==> config.mk <==
export PLATFORM = sky130hd
export DESIGN_NAME = serial_io_report_decoder
export DESIGN_NICKNAME = d
export VERILOG_FILES = /design/src/rtl/siord_pkg.sv /design/src/rtl/siord_front.sv /design/src/rtl/siord_queue.sv /design/src/rtl/siord_back.sv /design/src/rtl/serial_io_report_decoder.sv
export VERILOG_INCLUDE_DIRS = /design/src /design/src/rtl
export SDC_FILE = /design/constraint.sdc
export NUM_CORES = 2
export LEC_CHECK = 0
export BUFFER_PORTS_ARGS = -buffer_cell sky130_fd_sc_hd__buf_2
export CORE_MARGIN = 10
export CORE_UTILIZATION = 47
export CTS_BUF_LIST = sky130_fd_sc_hd__clkbuf_4 sky130_fd_sc_hd__clkbuf_8 sky130_fd_sc_hd__clkbuf_16
export DETAILED_ROUTE_END_ITERATION = 8
export SLEW_MARGIN = 20
export SYNTH_ARGS = -nofsm -noshare
export SYNTH_HDL_FRONTEND = slang
export SYNTH_HIERARCHICAL = 1
export SYNTH_SLANG_ARGS = --single-unit
==> constraint.sdc <==
create_clock -name clk -period 11.6 [get_ports clk]
set_input_delay 0.58 -clock clk [delete_from_list [all_inputs] [get_ports clk]]
set_output_delay 0.58 -clock clk [all_outputs]
set_load 0.005 [all_outputs]
==> src/rtl/assert_macros.svh <==
// Concurrent assertion helpers, sampled on clk and held off during reset.
`ifndef ASSERT_MACROS_SVH
`define ASSERT_MACROS_SVH

// Check that expr holds in the same cycle as cond.
`define SIORD_ASSERT_IMPL(label, cond, expr, msg) \
    label: assert property (@(posedge clk) disable iff (!rst_n) (cond) |-> (expr)) \
        else $error(msg);

// Check that expr holds in the cycle after cond.
`define SIORD_ASSERT_NEXT(label, cond, expr, msg) \
    label: assert property (@(posedge clk) disable iff (!rst_n) (cond) |=> (expr)) \
        else $error(msg);

`endif

==> src/rtl/siord_pkg.sv <==
`default_nettype none

package siord_pkg;

    localparam int MAX_BUTTONS  = 24;
    localparam int MAX_CHANNELS = 8;
    localparam int MAX_ENCODERS = 8;
    localparam int NUM_BANKS    = 2;
    localparam int QUEUE_DEPTH  = 2;

    localparam logic [7:0] CHAR_OFFSET = 8'h21;
    localparam logic [7:0] START_CHAR  = 8'h70;
    localparam logic [7:0] END_CHAR    = 8'h0a;

    localparam logic [1:0] REG_BUTTONS  = 2'd0;
    localparam logic [1:0] REG_CHANNELS = 2'd1;
    localparam logic [1:0] REG_ENCODERS = 2'd2;

    typedef enum logic [1:0] {
        KIND_BUTTON  = 2'd0,
        KIND_ANALOG  = 2'd1,
        KIND_ENCODER = 2'd2,
        KIND_FRAME   = 2'd3
    } kind_t;

    typedef struct packed {
        logic [4:0] buttons;
        logic [3:0] channels;
        logic [3:0] encoders;
    } cfg_t;

    typedef struct packed {
        logic       bank;
        logic [5:0] end_pos;
    } job_t;

    typedef struct packed {
        logic       en;
        logic       bank;
        logic [5:0] pos;
        logic [7:0] data;
    } wr_t;

    // two characters for each started bank of eight buttons
    function automatic logic [2:0] button_chars(input logic [4:0] buttons);
        logic [5:0] sum;
        sum = {1'b0, buttons} + 6'd7;
        return {sum[4:3], 1'b0};
    endfunction

    function automatic logic [5:0] report_len(input cfg_t c);
        return 6'd2 + {1'b0, c.channels, 1'b0} + {c.encoders, 2'b00}
            + {3'b000, button_chars(c.buttons)};
    endfunction

endpackage

`default_nettype wire

==> src/rtl/siord_front.sv <==
`default_nettype none

module siord_front
    import siord_pkg::*;
(
    input  wire logic       clk,
    input  wire logic       rst_n,
    input  wire logic [7:0] rx_byte,
    input  wire logic       in_valid,
    output logic            in_ready,
    input  wire cfg_t       cfg,
    input  wire logic       q_full,
    output logic            push,
    output job_t            push_job,
    output wr_t             wr
);

`include "assert_macros.svh"

    logic       reading_reg, reading_next;
    logic [5:0] count_reg, count_next;
    logic       bank_reg, bank_next;
    logic [5:0] count_inc;
    logic [5:0] len;
    logic       take;

    assign len       = report_len(cfg);
    assign in_ready  = !q_full;
    assign take      = in_valid && in_ready;
    assign count_inc = count_reg + 6'd1;

    always_comb
    begin
        reading_next     = reading_reg;
        count_next       = count_reg;
        bank_next        = bank_reg;
        push             = 1'b0;
        push_job.bank    = bank_reg;
        push_job.end_pos = len - 6'd1;
        wr.en            = 1'b0;
        wr.bank          = bank_reg;
        wr.pos           = count_reg;
        wr.data          = rx_byte;
        if (take)
        begin
            if (!reading_reg)
            begin
                if (rx_byte == START_CHAR)
                begin
                    wr.en        = 1'b1;
                    wr.pos       = 6'd0;
                    reading_next = 1'b1;
                    count_next   = 6'd1;
                end
            end
            else
            begin
                wr.en = 1'b1;
                if (count_inc >= len)
                begin
                    reading_next = 1'b0;
                    count_next   = 6'd0;
                    push         = 1'b1;
                    bank_next    = ~bank_reg;
                end
                else
                begin
                    count_next = count_inc;
                end
            end
        end
    end

    always_ff @(posedge clk or negedge rst_n)
    begin
        if (!rst_n)
        begin
            reading_reg <= 1'b0;
            count_reg   <= 6'd0;
            bank_reg    <= 1'b0;
        end
        else
        begin
            reading_reg <= reading_next;
            count_reg   <= count_next;
            bank_reg    <= bank_next;
        end
    end

    `SIORD_ASSERT_NEXT(a_push_resyncs, push, !reading_reg && count_reg == 6'd0, "no resync")

endmodule

`default_nettype wire

==> src/rtl/siord_queue.sv <==
`default_nettype none

module siord_queue
    import siord_pkg::*;
(
    input  wire logic clk,
    input  wire logic rst_n,
    input  wire logic push,
    input  wire job_t push_job,
    input  wire logic pop,
    output job_t      head,
    output logic      full,
    output logic      empty
);

`include "assert_macros.svh"

    localparam int PTR_W = $clog2(QUEUE_DEPTH);
    localparam int CNT_W = $clog2(QUEUE_DEPTH + 1);

    job_t             entry_reg [QUEUE_DEPTH];
    logic [PTR_W-1:0] wptr_reg;
    logic [PTR_W-1:0] rptr_reg;
    logic [CNT_W-1:0] count_reg;

    assign head  = entry_reg[rptr_reg];
    assign full  = (count_reg == CNT_W'(QUEUE_DEPTH));
    assign empty = (count_reg == '0);

    always_ff @(posedge clk)
    begin
        if (push)
        begin
            entry_reg[wptr_reg] <= push_job;
        end
    end

    always_ff @(posedge clk or negedge rst_n)
    begin
        if (!rst_n)
        begin
            wptr_reg  <= '0;
            rptr_reg  <= '0;
            count_reg <= '0;
        end
        else
        begin
            if (push)
            begin
                wptr_reg <= wptr_reg + PTR_W'(1);
            end
            if (pop)
            begin
                rptr_reg <= rptr_reg + PTR_W'(1);
            end
            if (push && !pop)
            begin
                count_reg <= count_reg + CNT_W'(1);
            end
            else if (pop && !push)
            begin
                count_reg <= count_reg - CNT_W'(1);
            end
        end
    end

    `SIORD_ASSERT_IMPL(a_count_bound, 1'b1, count_reg <= CNT_W'(QUEUE_DEPTH), "queue overrun")

endmodule

`default_nettype wire

==> src/rtl/siord_back.sv <==
`default_nettype none

module siord_back
    import siord_pkg::*;
#(
    parameter int BUFFER_DEPTH = 64
)
(
    input  wire logic               clk,
    input  wire logic               rst_n,
    input  wire cfg_t               cfg,
    input  wire wr_t                wr,
    input  wire logic               q_empty,
    input  wire job_t               head,
    output logic                    pop,
    output logic                    out_valid,
    input  wire logic               out_ready,
    output logic [1:0]              kind,
    output logic [2:0]              item_index,
    output logic [3:0]              button_bits,
    output logic [11:0]             analog_code,
    output logic signed [23:0]      encoder_ticks,
    output logic                    last_of_report
);

`include "assert_macros.svh"

    localparam int ADDR_W = $clog2(BUFFER_DEPTH);

    typedef enum logic [2:0] {
        B_IDLE,
        B_CHECK,
        B_READ,
        B_ACC,
        B_OUT
    } state_t;

    typedef enum logic [1:0] {
        PH_BTN,
        PH_ANA,
        PH_ENC
    } phase_t;

    logic [7:0] mem [NUM_BANKS][BUFFER_DEPTH];
    logic [7:0] rd_data_reg;

    state_t     state_reg;
    phase_t     phase_reg;
    logic [2:0] item_reg;
    logic [1:0] k_reg;
    logic [5:0] pos_reg;
    logic [4:0] rem_reg;
    logic [23:0] acc_reg;
    kind_t      kind_reg;
    logic [2:0] index_reg;
    logic [3:0] bits_reg;
    logic [11:0] code_reg;
    logic [23:0] ticks_reg;
    logic       last_reg;

    logic [5:0] rd_pos;
    logic [7:0] chr;
    logic [5:0] six;
    logic [2:0] nb;
    logic [4:0] total;
    logic [1:0] k_last;
    logic       end_ok;

    assign nb     = button_chars(cfg.buttons);
    assign total  = {2'b00, nb} + {1'b0, cfg.channels} + {1'b0, cfg.encoders};
    assign chr    = rd_data_reg - CHAR_OFFSET;
    assign six    = chr[5:0];
    assign end_ok = (rd_data_reg == END_CHAR);
    assign rd_pos = (state_reg == B_IDLE) ? head.end_pos : pos_reg;

    always_comb
    begin
        unique case (phase_reg)
            PH_BTN:  k_last = 2'd0;
            PH_ANA:  k_last = 2'd1;
            PH_ENC:  k_last = 2'd3;
            default: k_last = 2'd0;
        endcase
    end

    assign out_valid = (state_reg == B_OUT);
    assign pop = (out_valid && out_ready && rem_reg == 5'd1)
        || (state_reg == B_CHECK && end_ok && total == 5'd0);

    assign kind           = kind_reg;
    assign item_index     = index_reg;
    assign button_bits    = bits_reg;
    assign analog_code    = code_reg;
    assign encoder_ticks  = signed'(ticks_reg);
    assign last_of_report = last_reg;

    always_ff @(posedge clk)
    begin
        if (wr.en)
        begin
            mem[wr.bank][wr.pos[ADDR_W-1:0]] <= wr.data;
        end
        rd_data_reg <= mem[head.bank][rd_pos[ADDR_W-1:0]];
    end

    always_ff @(posedge clk or negedge rst_n)
    begin
        if (!rst_n)
        begin
            state_reg <= B_IDLE;
            phase_reg <= PH_BTN;
            item_reg  <= 3'd0;
            k_reg     <= 2'd0;
            pos_reg   <= 6'd0;
            rem_reg   <= 5'd0;
            acc_reg   <= 24'd0;
            kind_reg  <= KIND_BUTTON;
            index_reg <= 3'd0;
            bits_reg  <= 4'd0;
            code_reg  <= 12'd0;
            ticks_reg <= 24'd0;
            last_reg  <= 1'b0;
        end
        else
        begin
            unique case (state_reg)
                B_IDLE:
                begin
                    if (!q_empty)
                    begin
                        state_reg <= B_CHECK;
                    end
                end
                B_CHECK:
                begin
                    if (!end_ok)
                    begin
                        kind_reg  <= KIND_FRAME;
                        index_reg <= 3'd0;
                        bits_reg  <= 4'd0;
                        code_reg  <= 12'd0;
                        ticks_reg <= 24'd0;
                        last_reg  <= 1'b1;
                        rem_reg   <= 5'd1;
                        state_reg <= B_OUT;
                    end
                    else if (total == 5'd0)
                    begin
                        state_reg <= B_IDLE;
                    end
                    else
                    begin
                        rem_reg   <= total;
                        pos_reg   <= 6'd1;
                        state_reg <= B_READ;
                        if (nb != 3'd0)
                        begin
                            phase_reg <= PH_BTN;
                            item_reg  <= nb - 3'd1;
                        end
                        else if (cfg.channels != 4'd0)
                        begin
                            phase_reg <= PH_ANA;
                            item_reg  <= 3'd0;
                        end
                        else
                        begin
                            phase_reg <= PH_ENC;
                            item_reg  <= 3'd0;
                        end
                    end
                end
                B_READ:
                begin
                    pos_reg   <= pos_reg + 6'd1;
                    k_reg     <= 2'd0;
                    state_reg <= B_ACC;
                end
                B_ACC:
                begin
                    if (phase_reg == PH_ENC)
                    begin
                        acc_reg <= {six, acc_reg[23:6]};
                    end
                    else
                    begin
                        acc_reg <= {acc_reg[17:0], six};
                    end
                    if (k_reg == k_last)
                    begin
                        index_reg <= item_reg;
                        last_reg  <= (rem_reg == 5'd1);
                        bits_reg  <= 4'd0;
                        code_reg  <= 12'd0;
                        ticks_reg <= 24'd0;
                        unique case (phase_reg)
                            PH_BTN:
                            begin
                                kind_reg <= KIND_BUTTON;
                                bits_reg <= chr[3:0];
                            end
                            PH_ANA:
                            begin
                                kind_reg <= KIND_ANALOG;
                                code_reg <= {acc_reg[5:0], six};
                            end
                            default:
                            begin
                                kind_reg  <= KIND_ENCODER;
                                ticks_reg <= {six, acc_reg[23:6]};
                            end
                        endcase
                        state_reg <= B_OUT;
                    end
                    else
                    begin
                        k_reg   <= k_reg + 2'd1;
                        pos_reg <= pos_reg + 6'd1;
                    end
                end
                B_OUT:
                begin
                    if (out_ready)
                    begin
                        rem_reg <= rem_reg - 5'd1;
                        if (rem_reg == 5'd1)
                        begin
                            state_reg <= B_IDLE;
                        end
                        else
                        begin
                            state_reg <= B_READ;
                            unique case (phase_reg)
                                PH_BTN:
                                begin
                                    if (item_reg == 3'd0)
                                    begin
                                        phase_reg <= (cfg.channels != 4'd0) ? PH_ANA : PH_ENC;
                                    end
                                    else
                                    begin
                                        item_reg <= item_reg - 3'd1;
                                    end
                                end
                                PH_ANA:
                                begin
                                    if ({1'b0, item_reg} == cfg.channels - 4'd1)
                                    begin
                                        phase_reg <= PH_ENC;
                                        item_reg  <= 3'd0;
                                    end
                                    else
                                    begin
                                        item_reg <= item_reg + 3'd1;
                                    end
                                end
                                default:
                                begin
                                    item_reg <= item_reg + 3'd1;
                                end
                            endcase
                        end
                    end
                end
                default:
                begin
                    state_reg <= B_IDLE;
                end
            endcase
        end
    end

    `SIORD_ASSERT_IMPL(a_pop_has_job, pop, !q_empty, "pop from empty queue")
    `SIORD_ASSERT_IMPL(a_frame_last, out_valid && kind_reg == KIND_FRAME, last_reg, "frame error not last")

endmodule

`default_nettype wire

==> src/rtl/serial_io_report_decoder.sv <==
// Channel   Handshake            Payload
// input     in_valid/in_ready    rx_byte
// output    out_valid/out_ready  kind, item_index, button_bits, analog_code,
//                                encoder_ticks, last_of_report
// config    APB write/read       button_count, channel_count, encoder_count
//
// The front takes one byte per cycle and stalls only while both buffer banks hold reports.
// A completed report passes idle and check states for the newline check; each result then
// takes a read, accumulation of its 1, 2 or 4 characters, and output until out_ready.
// The back-end is bound by the single read port of the report buffer.
// rst_n clears all control state asynchronously; buffer contents are not cleared.
`default_nettype none

module serial_io_report_decoder
    import siord_pkg::*;
#(
    parameter int BUFFER_DEPTH = 64
)
(
    input  wire logic               clk,
    input  wire logic               rst_n,
    input  wire logic [7:0]         rx_byte,
    input  wire logic               in_valid,
    output logic                    in_ready,
    output logic [1:0]              kind,
    output logic [2:0]              item_index,
    output logic [3:0]              button_bits,
    output logic [11:0]             analog_code,
    output logic signed [23:0]      encoder_ticks,
    output logic                    last_of_report,
    output logic                    out_valid,
    input  wire logic               out_ready,
    input  wire logic               psel,
    input  wire logic               penable,
    input  wire logic               pwrite,
    input  wire logic [3:0]         paddr,
    input  wire logic [31:0]        pwdata,
    output logic [31:0]             prdata,
    output logic                    pready
);

    cfg_t       cfg_reg;
    logic       cfg_wr;
    logic [1:0] reg_idx;
    logic [4:0] btn_wr;
    logic [3:0] ch_wr;
    logic [3:0] enc_wr;

    logic push;
    job_t push_job;
    wr_t  wr;
    logic pop;
    job_t head;
    logic q_full;
    logic q_empty;

    assign pready  = 1'b1;
    assign reg_idx = paddr[3:2];
    assign cfg_wr  = psel && penable && pwrite && pready;

    assign btn_wr = (pwdata[4:0] > 5'(MAX_BUTTONS)) ? 5'(MAX_BUTTONS) : pwdata[4:0];
    assign ch_wr  = (pwdata[3:0] > 4'(MAX_CHANNELS)) ? 4'(MAX_CHANNELS) : pwdata[3:0];
    assign enc_wr = (pwdata[3:0] > 4'(MAX_ENCODERS)) ? 4'(MAX_ENCODERS) : pwdata[3:0];

    always_comb
    begin
        unique case (reg_idx)
            REG_BUTTONS:  prdata = {27'd0, cfg_reg.buttons};
            REG_CHANNELS: prdata = {28'd0, cfg_reg.channels};
            REG_ENCODERS: prdata = {28'd0, cfg_reg.encoders};
            default:      prdata = 32'd0;
        endcase
    end

    always_ff @(posedge clk or negedge rst_n)
    begin
        if (!rst_n)
        begin
            cfg_reg <= '0;
        end
        else if (cfg_wr)
        begin
            unique case (reg_idx)
                REG_BUTTONS:  cfg_reg.buttons  <= btn_wr;
                REG_CHANNELS: cfg_reg.channels <= ch_wr;
                REG_ENCODERS: cfg_reg.encoders <= enc_wr;
                default:      cfg_reg          <= cfg_reg;
            endcase
        end
    end

    siord_front u_front (
        .clk      (clk),
        .rst_n    (rst_n),
        .rx_byte  (rx_byte),
        .in_valid (in_valid),
        .in_ready (in_ready),
        .cfg      (cfg_reg),
        .q_full   (q_full),
        .push     (push),
        .push_job (push_job),
        .wr       (wr)
    );

    siord_queue u_queue (
        .clk      (clk),
        .rst_n    (rst_n),
        .push     (push),
        .push_job (push_job),
        .pop      (pop),
        .head     (head),
        .full     (q_full),
        .empty    (q_empty)
    );

    siord_back #(
        .BUFFER_DEPTH (BUFFER_DEPTH)
    ) u_back (
        .clk            (clk),
        .rst_n          (rst_n),
        .cfg            (cfg_reg),
        .wr             (wr),
        .q_empty        (q_empty),
        .head           (head),
        .pop            (pop),
        .out_valid      (out_valid),
        .out_ready      (out_ready),
        .kind           (kind),
        .item_index     (item_index),
        .button_bits    (button_bits),
        .analog_code    (analog_code),
        .encoder_ticks  (encoder_ticks),
        .last_of_report (last_of_report)
    );

endmodule

`default_nettype wire
After elaboration in Yosys (flattened, before gate mapping)
Memories as Yosys holds them, arrays and structs flattened.
Cells that the tools add are included.
- memories kept: 2
- bits in registers: 124
- input bits: 51
- RAM bits: 1038
- word-level logic and storage cells: 211
- add/subtract/negate cells: 20
- reductions and logical operators: 41
- equal/unequal tests: 27
- bitwise operators: 3
- $lt $le $gt $ge: 6
- muxes and demuxes: 89
- memories (memory ; depth ; width ; rd ports ; clocked after Yosys merged registers in ; wr ports ; RTL line ; source):
    u_back.mem ; 2 ; 512 ; 1 ; 0 ; 1 ; siord_back.sv:44 ; logic [7:0] mem [NUM_BANKS][BUFFER_DEPTH];
    u_queue.entry_reg ; 2 ; 7 ; 1 ; 0 ; 1 ; siord_queue.sv:21 ; job_t entry_reg [QUEUE_DEPTH];
- operators by type and width (kind ; count):
    $mux W512 ; 1
    $mux W24 ; 4
    $mux W6 ; 10
    $bmux W8 S6 ; 1
    $demux W8 S6 ; 1
    $pmux W24 S2 ; 1
    $mux W3 ; 13
    $mux W12 ; 3
    $mux W2 ; 15
    $mux W8 ; 3
    $pmux W12 S2 ; 1
    $pmux W2 S2 ; 6
    $mux W5 ; 4
    $pmux W3 S2 ; 3
    $pmux W6 S3 ; 1
    $mux W4 ; 4
    $ne A3 B3 Y1 const B ; 5
    $pmux W3 S5 ; 1
    $pmux W5 S3 ; 1
    $ge A7 B7 Y1 const B ; 2
    $not A6 Y7 ; 2
    $mux W1 ; 13
    $add A6 B1 Y6 const B ; 2
    $ne A2 B2 Y1 const B ; 6
    other kinds (49) ; 83

Logic depth before layout (Yosys ltp)
- word-level depth: 11
- gate-level depth with buffers: 17

Hierarchy
Netlist, hierarchy kept.
- modules (own cells, without submodules) (module ; instances ; cells each ; sequential area each (µm²) ; area each (µm²)):
    siord_back ; 1 ; 3349 ; 33186.8 ; 45951.6
    siord_front ; 1 ; 108 ; 200.2 ; 952.2
    serial_io_report_decoder ; 1 ; 86 ; 325.3 ; 885.8
    siord_queue ; 1 ; 38 ; 520.5 ; 699.4

Worst setup path before layout
Ideal clock, no wire load.
- path kind: reg-to-reg
- from: register cfg_reg[10] (netlist bit)
- to: memory u_queue/entry_reg[0][0] (netlist bit) (enable)
- buffers on the path: 0
- clock period less this slack: 3.909 ns
- stages on the path, launching flop included: 14
- data required time: 11.236 ns
- library setup time: 0.364 ns
- slack: 7.691 ns
- arrival time: 3.544 ns
- path through: dfrtp_1 o31ai_1 xor2_1 fa_1 inv_1 ha_1 fa_1 inv_1 ha_1 nand4_1 o21ai_0 o21ai_1 inv_1 nor2b_1
- word-level cells in the longest chain between the ends: 8
- ends and longest elaborated chain (element ; RTL line ; source):
    start: declaration ; serial_io_report_decoder.sv:42 ; cfg_t cfg_reg;
    start signal: assignment ; serial_io_report_decoder.sv:87 ; default: cfg_reg <= cfg_reg;
    $add A5 B3 Y5 ; siord_pkg.sv:47 ; sum = {1'b0, buttons} + 6'd7;
    $add A6 B3 Y6 ; siord_pkg.sv:53 ; + {3'b000, button_chars(c.buttons)};
    $ge A6 B6 Y1 ; siord_front.sv:59 ; if (count_inc >= len)
    $mux W1 ; siord_front.sv:59 ;
    $mux W1 ; siord_front.sv:46 ; if (!reading_reg)
    $mux W1 ; siord_front.sv:44 ; if (take)
    named net push ; serial_io_report_decoder.sv:49 ; logic push;
    $mux W1 ; siord_queue.sv:32 ; if (push)
    $mux W1 (implied by the code) ; siord_queue.sv:34 ; entry_reg[wptr_reg] <= push_job;
    end: declaration ; siord_queue.sv:21 ;
The timed path passes the listed nets, and every way through them passes these cells.

Worst setup path in the final report
- from: register u_back.state_reg[2]
- to: register u_back.rd_data_reg[6]
- word-level cells in the longest chain between the ends: 6
- ends and longest elaborated chain (element ; RTL line ; source):
    start: declaration ; siord_back.sv:47 ; state_t state_reg;
    start signal: assignment ; siord_back.sv:110 ; state_reg <= B_IDLE;
    start signal: assignment ; siord_back.sv:131 ; state_reg <= B_CHECK;
    start signal: assignment ; siord_back.sv:145 ; state_reg <= B_OUT;
    $logic_not A3 Y1 ; siord_back.sv:74 ; assign rd_pos = (state_reg == B_IDLE) ? head.end_pos : pos_reg;
    $mux W6 ; siord_back.sv:74 ;
    $not A6 Y7 (implied by the code) ; siord_back.sv:103 ; rd_data_reg <= mem[head.bank][rd_pos[ADDR_W-1:0]];
    $bmux W8 S6 ; siord_back.sv:103 ;
    $mux W8 (implied by the code) (2 in series) ; siord_back.sv:103 ;
    end signal: assignment ; siord_back.sv:103 ;
    end: declaration ; siord_back.sv:45 ; logic [7:0] rd_data_reg;
No other way between the ends. The select of a mux whose other input is x is not followed.
A chain may end at the register's enable or synchronous reset.

==> flow_metrics.tcl <==
set metrics [dict create \
    first_global_vias 28800 \
    end_kind "register" \
    syn_inst 3581 \
    finalSetupViolations 0 \
    fillCellCount 8610 \
    clk_latency_ns 0.72 \
    routed-via-count 30500 \
    max_freq_ghz 0.195 \
    hp-class "input port to register" \
    r2r_start "u_back/state_reg[2]" \
    drv_cap 0 \
    postCtsHoldBufs 1 \
    sw_frac_of_total 0.391 \
    yosys_warnings 6 \
    largest_reg_flops 1024 \
    worstMarginPinSlew_ns 1.14 \
    seq_area_frac_synth 0.706 \
    coreArea_sq_um 102000 \
    synthTopCellsByArea "edfxtp_1 64%, dfrtp_1 6.0%, nand2_1 5.7%, nand3_1 2.1%, mux2i_1 1.9%" \
    instances_no_fill 5049 \
    fin_crit_sh 0.442 \
    critical_path.startpoint "u_back/state_reg[2]" \
    num_rows 117 \
    r2r-end "u_back/rd_data_reg[6]" \
    slowest_delay_ns 0.72 \
    irDropWorstVdd_v 0.000236 \
    pwr-share-clk 0.274 \
    cts.sinks 1162 \
    path_max_fanout 100 \
    n_antenna_cell 0 \
    synth_compound_area_frac 0.0801 \
    drive_gt1_frac 0.111 \
    cpLargestDelayFamily "compound AO/OA/AOI/OAI gates" \
    path_class "register to register" \
    via_per_inst 6.03 \
    h-tree-depth 3 \
    rsz0062_at_grt "false" \
    syn_area_sq_um 48500 \
    clockRootBuffer "clkbuf_16" \
    syn_avg_cell_area_sq_um 13.5 \
    path_clk_slew_ns 0.06 \
    dr.pass1.iters 5 \
    synth_top_family_by_area "simple AND/OR/NAND/NOR gates" \
    die_h_um 341 \
    hold_viol 0 \
    gp_congestion 0.843 \
    synth.top_cells.by_count "1038 x edfxtp_1, 731 x nand2_1, 199 x nand3_1, 188 x nor2_1, 116 x dfrtp_1" \
    clock_skew_ns 0.0364 \
    synth_top_area_cell "edfxtp_1" \
    wl_um 134000 \
    p_int_mw 8.39 \
    crit_buf_inv 2 \
    synth-xor-area-share 0.00542 \
    ys_seq_elements 1162 \
    tritoncts "built" \
    path_depth 10 \
    cp_slowest_cell "o31ai_1" \
    dieWidth_um 341 \
    first_iter_violations 3331 \
    final_max_slew_viol_count 0 \
    clk_path_buf_depth 3 \
    pin_count 132 \
    cts_inserted_buffers 116 \
    period_needed_ns 5.12 \
    fin_setup_tns_ns 0 \
    synth_edf_count 1038 \
    synth_top_cell_area_share 0.643 \
    antenna_found_initial 4 \
    grt_usage 0.224 \
    synth.most_common_cell "edfxtp_1" \
    ant_nets 0 \
    maxSlewHeadroom 0.235 \
    dieArea_sq_um 116000 \
    routedWlPerCell_um 26.6 \
    post_cts_resized 0 \
    synth.distinct_cells 87 \
    synth_mux_area_frac 0.0416 \
    final_nets 3673 \
    r2r_cells 10 \
    grt_max_degree 128 \
    async_flop_share 0.0998 \
    grt_pass1_wl_um 197000 \
    grt_overflow 0 \
    p_leak_nw 18.7 \
    cp.required_ns 12.23 \
    synth-simple-area-share 0.120 \
    p_switching_mw 5.38 \
    endpoint "u_back/rd_data_reg[6]" \
    synthAdderAreaFrac 0.0103 \
    crit_chain "o31ai_1, and2_4, buf_12, buf_4, nand2_1, a21oi_1, a211oi_1, o22ai_1, o21ai_0, nor4_2" \
    syn_to_final_growth_pct 10.4 \
    cp-start-kind "register" \
    status "complete, no violations" \
    floorplan.initialDensity 0.475 \
    r2r_slack_ns 6.48 \
    route.detailed.drc 0 \
    dp_hpwl_um 79400 \
    pwr-share-comb 0.372 \
    dp.cells 4834 \
    portBuffers 74 \
    post_cts_buffers 0 \
    yosys_most_used_dff "edfxtp_1" \
    cp.arrival_ns 5.76 \
    seq_power_share 0.354 \
    powerDensity_nw_per_um2 257 \
]
==> power by group through the flow <==
stage	clock network, mW	registers, mW	logic (mW)
final	3.77	4.87	5.12
after detailed placement	0	4.95	5.06
after CTS	3.82	4.87	5.07
after global routing	3.99	4.89	5.45
after floorplan	0	4.88	3.48
after global placement	0	4.95	5.02
==> worst min path at each step <==
stage | slack [ns] | from | endpoint | cells past startpoint
6_report | 0.11 | out_ready | u_back/state_reg[2] | 2
5_1_grt | 0.11 | out_ready | u_back/state_reg[2] | 2
4_1_cts | 0.07 | out_ready | u_back/state_reg[2] | 2
3_5_place_dp | 0.46 | u_back/button_bits[0] | u_back/button_bits[0] | 2
3_3_place_gp | 0.46 | u_back/encoder_ticks[20] | u_back/encoder_ticks[20] | 2
2_1_floorplan | 0.28 | rst_n | cfg_reg[0] | 0
==> layout make-up <==
| class | count | area, sq um | share of cell area |
|---|---|---|---|
| flip-flops and latches | 1162 | 34200 | 0.640 |
| multi-input cells | 2131 | 12700 | 0.237 |
| clock buffers | 145 | 3160 | 0.0590 |
| well taps | 1368 | 1710 | 0.0320 |
| repair buffers | 125 | 870 | 0.0162 |
| clock inverters | 69 | 687 | 0.0128 |
| inverters | 49 | 184 | 0.00344 |
==> layout by cell type, fill, tap and decap left out, types with 12 or more instances in the layout <==
| cell | netlist | routed |
|---|---|---|
| edfxtp_1 | 1038 | 1038 |
| a211oi_1 | 91 | 91 |
| mux2_2 | 20 | 19 |
| conb_1 | 3 | 29 |
| o21ai_0 | 81 | 81 |
| clkinv_1 | 0 | 28 |
| inv_1 | 48 | 47 |
| a31oi_1 | 97 | 97 |
| ha_1 | 32 | 32 |
| buf_4 | 74 | 51 |
| buf_2 | 66 | 65 |
| dfrtp_1 | 116 | 116 |
| clkbuf_16 | 0 | 118 |
| a21oi_1 | 78 | 77 |
| nand2_1 | 731 | 731 |
| clkinv_2 | 0 | 23 |
| nand3_1 | 199 | 199 |
| nor3_1 | 22 | 22 |
| o22ai_1 | 12 | 12 |
| a311oi_1 | 42 | 42 |
| a22o_1 | 33 | 33 |
| bufinv_16 | 0 | 12 |
| mux2i_1 | 93 | 91 |
| mux4_2 | 37 | 37 |
| nor2_1 | 188 | 183 |
| and3_1 | 90 | 90 |
| clkbuf_4 | 0 | 27 |
| nand4_1 | 12 | 12 |
| nor2b_1 | 18 | 18 |
| xor2_1 | 19 | 19 |
| a32oi_1 | 43 | 43 |
==> stage by stage <==
| stage | instance area (sq um) | hold WS, ns | setup WS [ns] | power [mW] | util |
|---|---|---|---|---|---|
| global placement | 49700 | 0.456 | 6.70 | 9.97 | 0.487 |
| detailed placement | 49700 | 0.463 | 6.62 | 10.0 | 0.487 |
| CTS | 53500 | 0.0731 | 6.65 | 13.8 | 0.525 |
| global route | 53500 | 0.112 | 6.39 | 14.3 | 0.525 |
| finish | 53500 | 0.111 | 6.48 | 13.8 | 0.525 |
| floorplan | 48600 | 0.284 | 7.69 | 8.36 | - |
==> layer usage <==
layer | vias to the layer above | share of wire | track usage
met1 | 15400 | 0.41 | 0.311
met4 | 0 | 0.039 | 0.0839
met3 | 281 | 0.085 | 0.0394
met2 | 1422 | 0.46 | 0.353
li1 | 13300 | - | -
met5 | - | 0 | 0
==> kinds of logic (layout without fill, tap and decap cells) <==
| family | after synthesis | in the layout |
|---|---|---|
| xor+xnor | 30 | 30 |
| compound gates | 559 | 559 |
| buf+inv | 314 | 388 |
| simple gates | 1324 | 1324 |
| other cells | 3 | 29 |
| fa+ha+maj | 37 | 37 |
| flops | 1162 | 1162 |
| mux | 152 | 152 |
==> worst reg2reg max path, delay by kind of cell (launching register included) <==
family	cells	cell delay, ns
AO/OA/AOI/OAI	5	1.81
buffers and inverters	2	1.22
AND/OR/NAND/NOR	3	1.49
flip-flops	1	0.54
(Power assumes the default switching activity.)
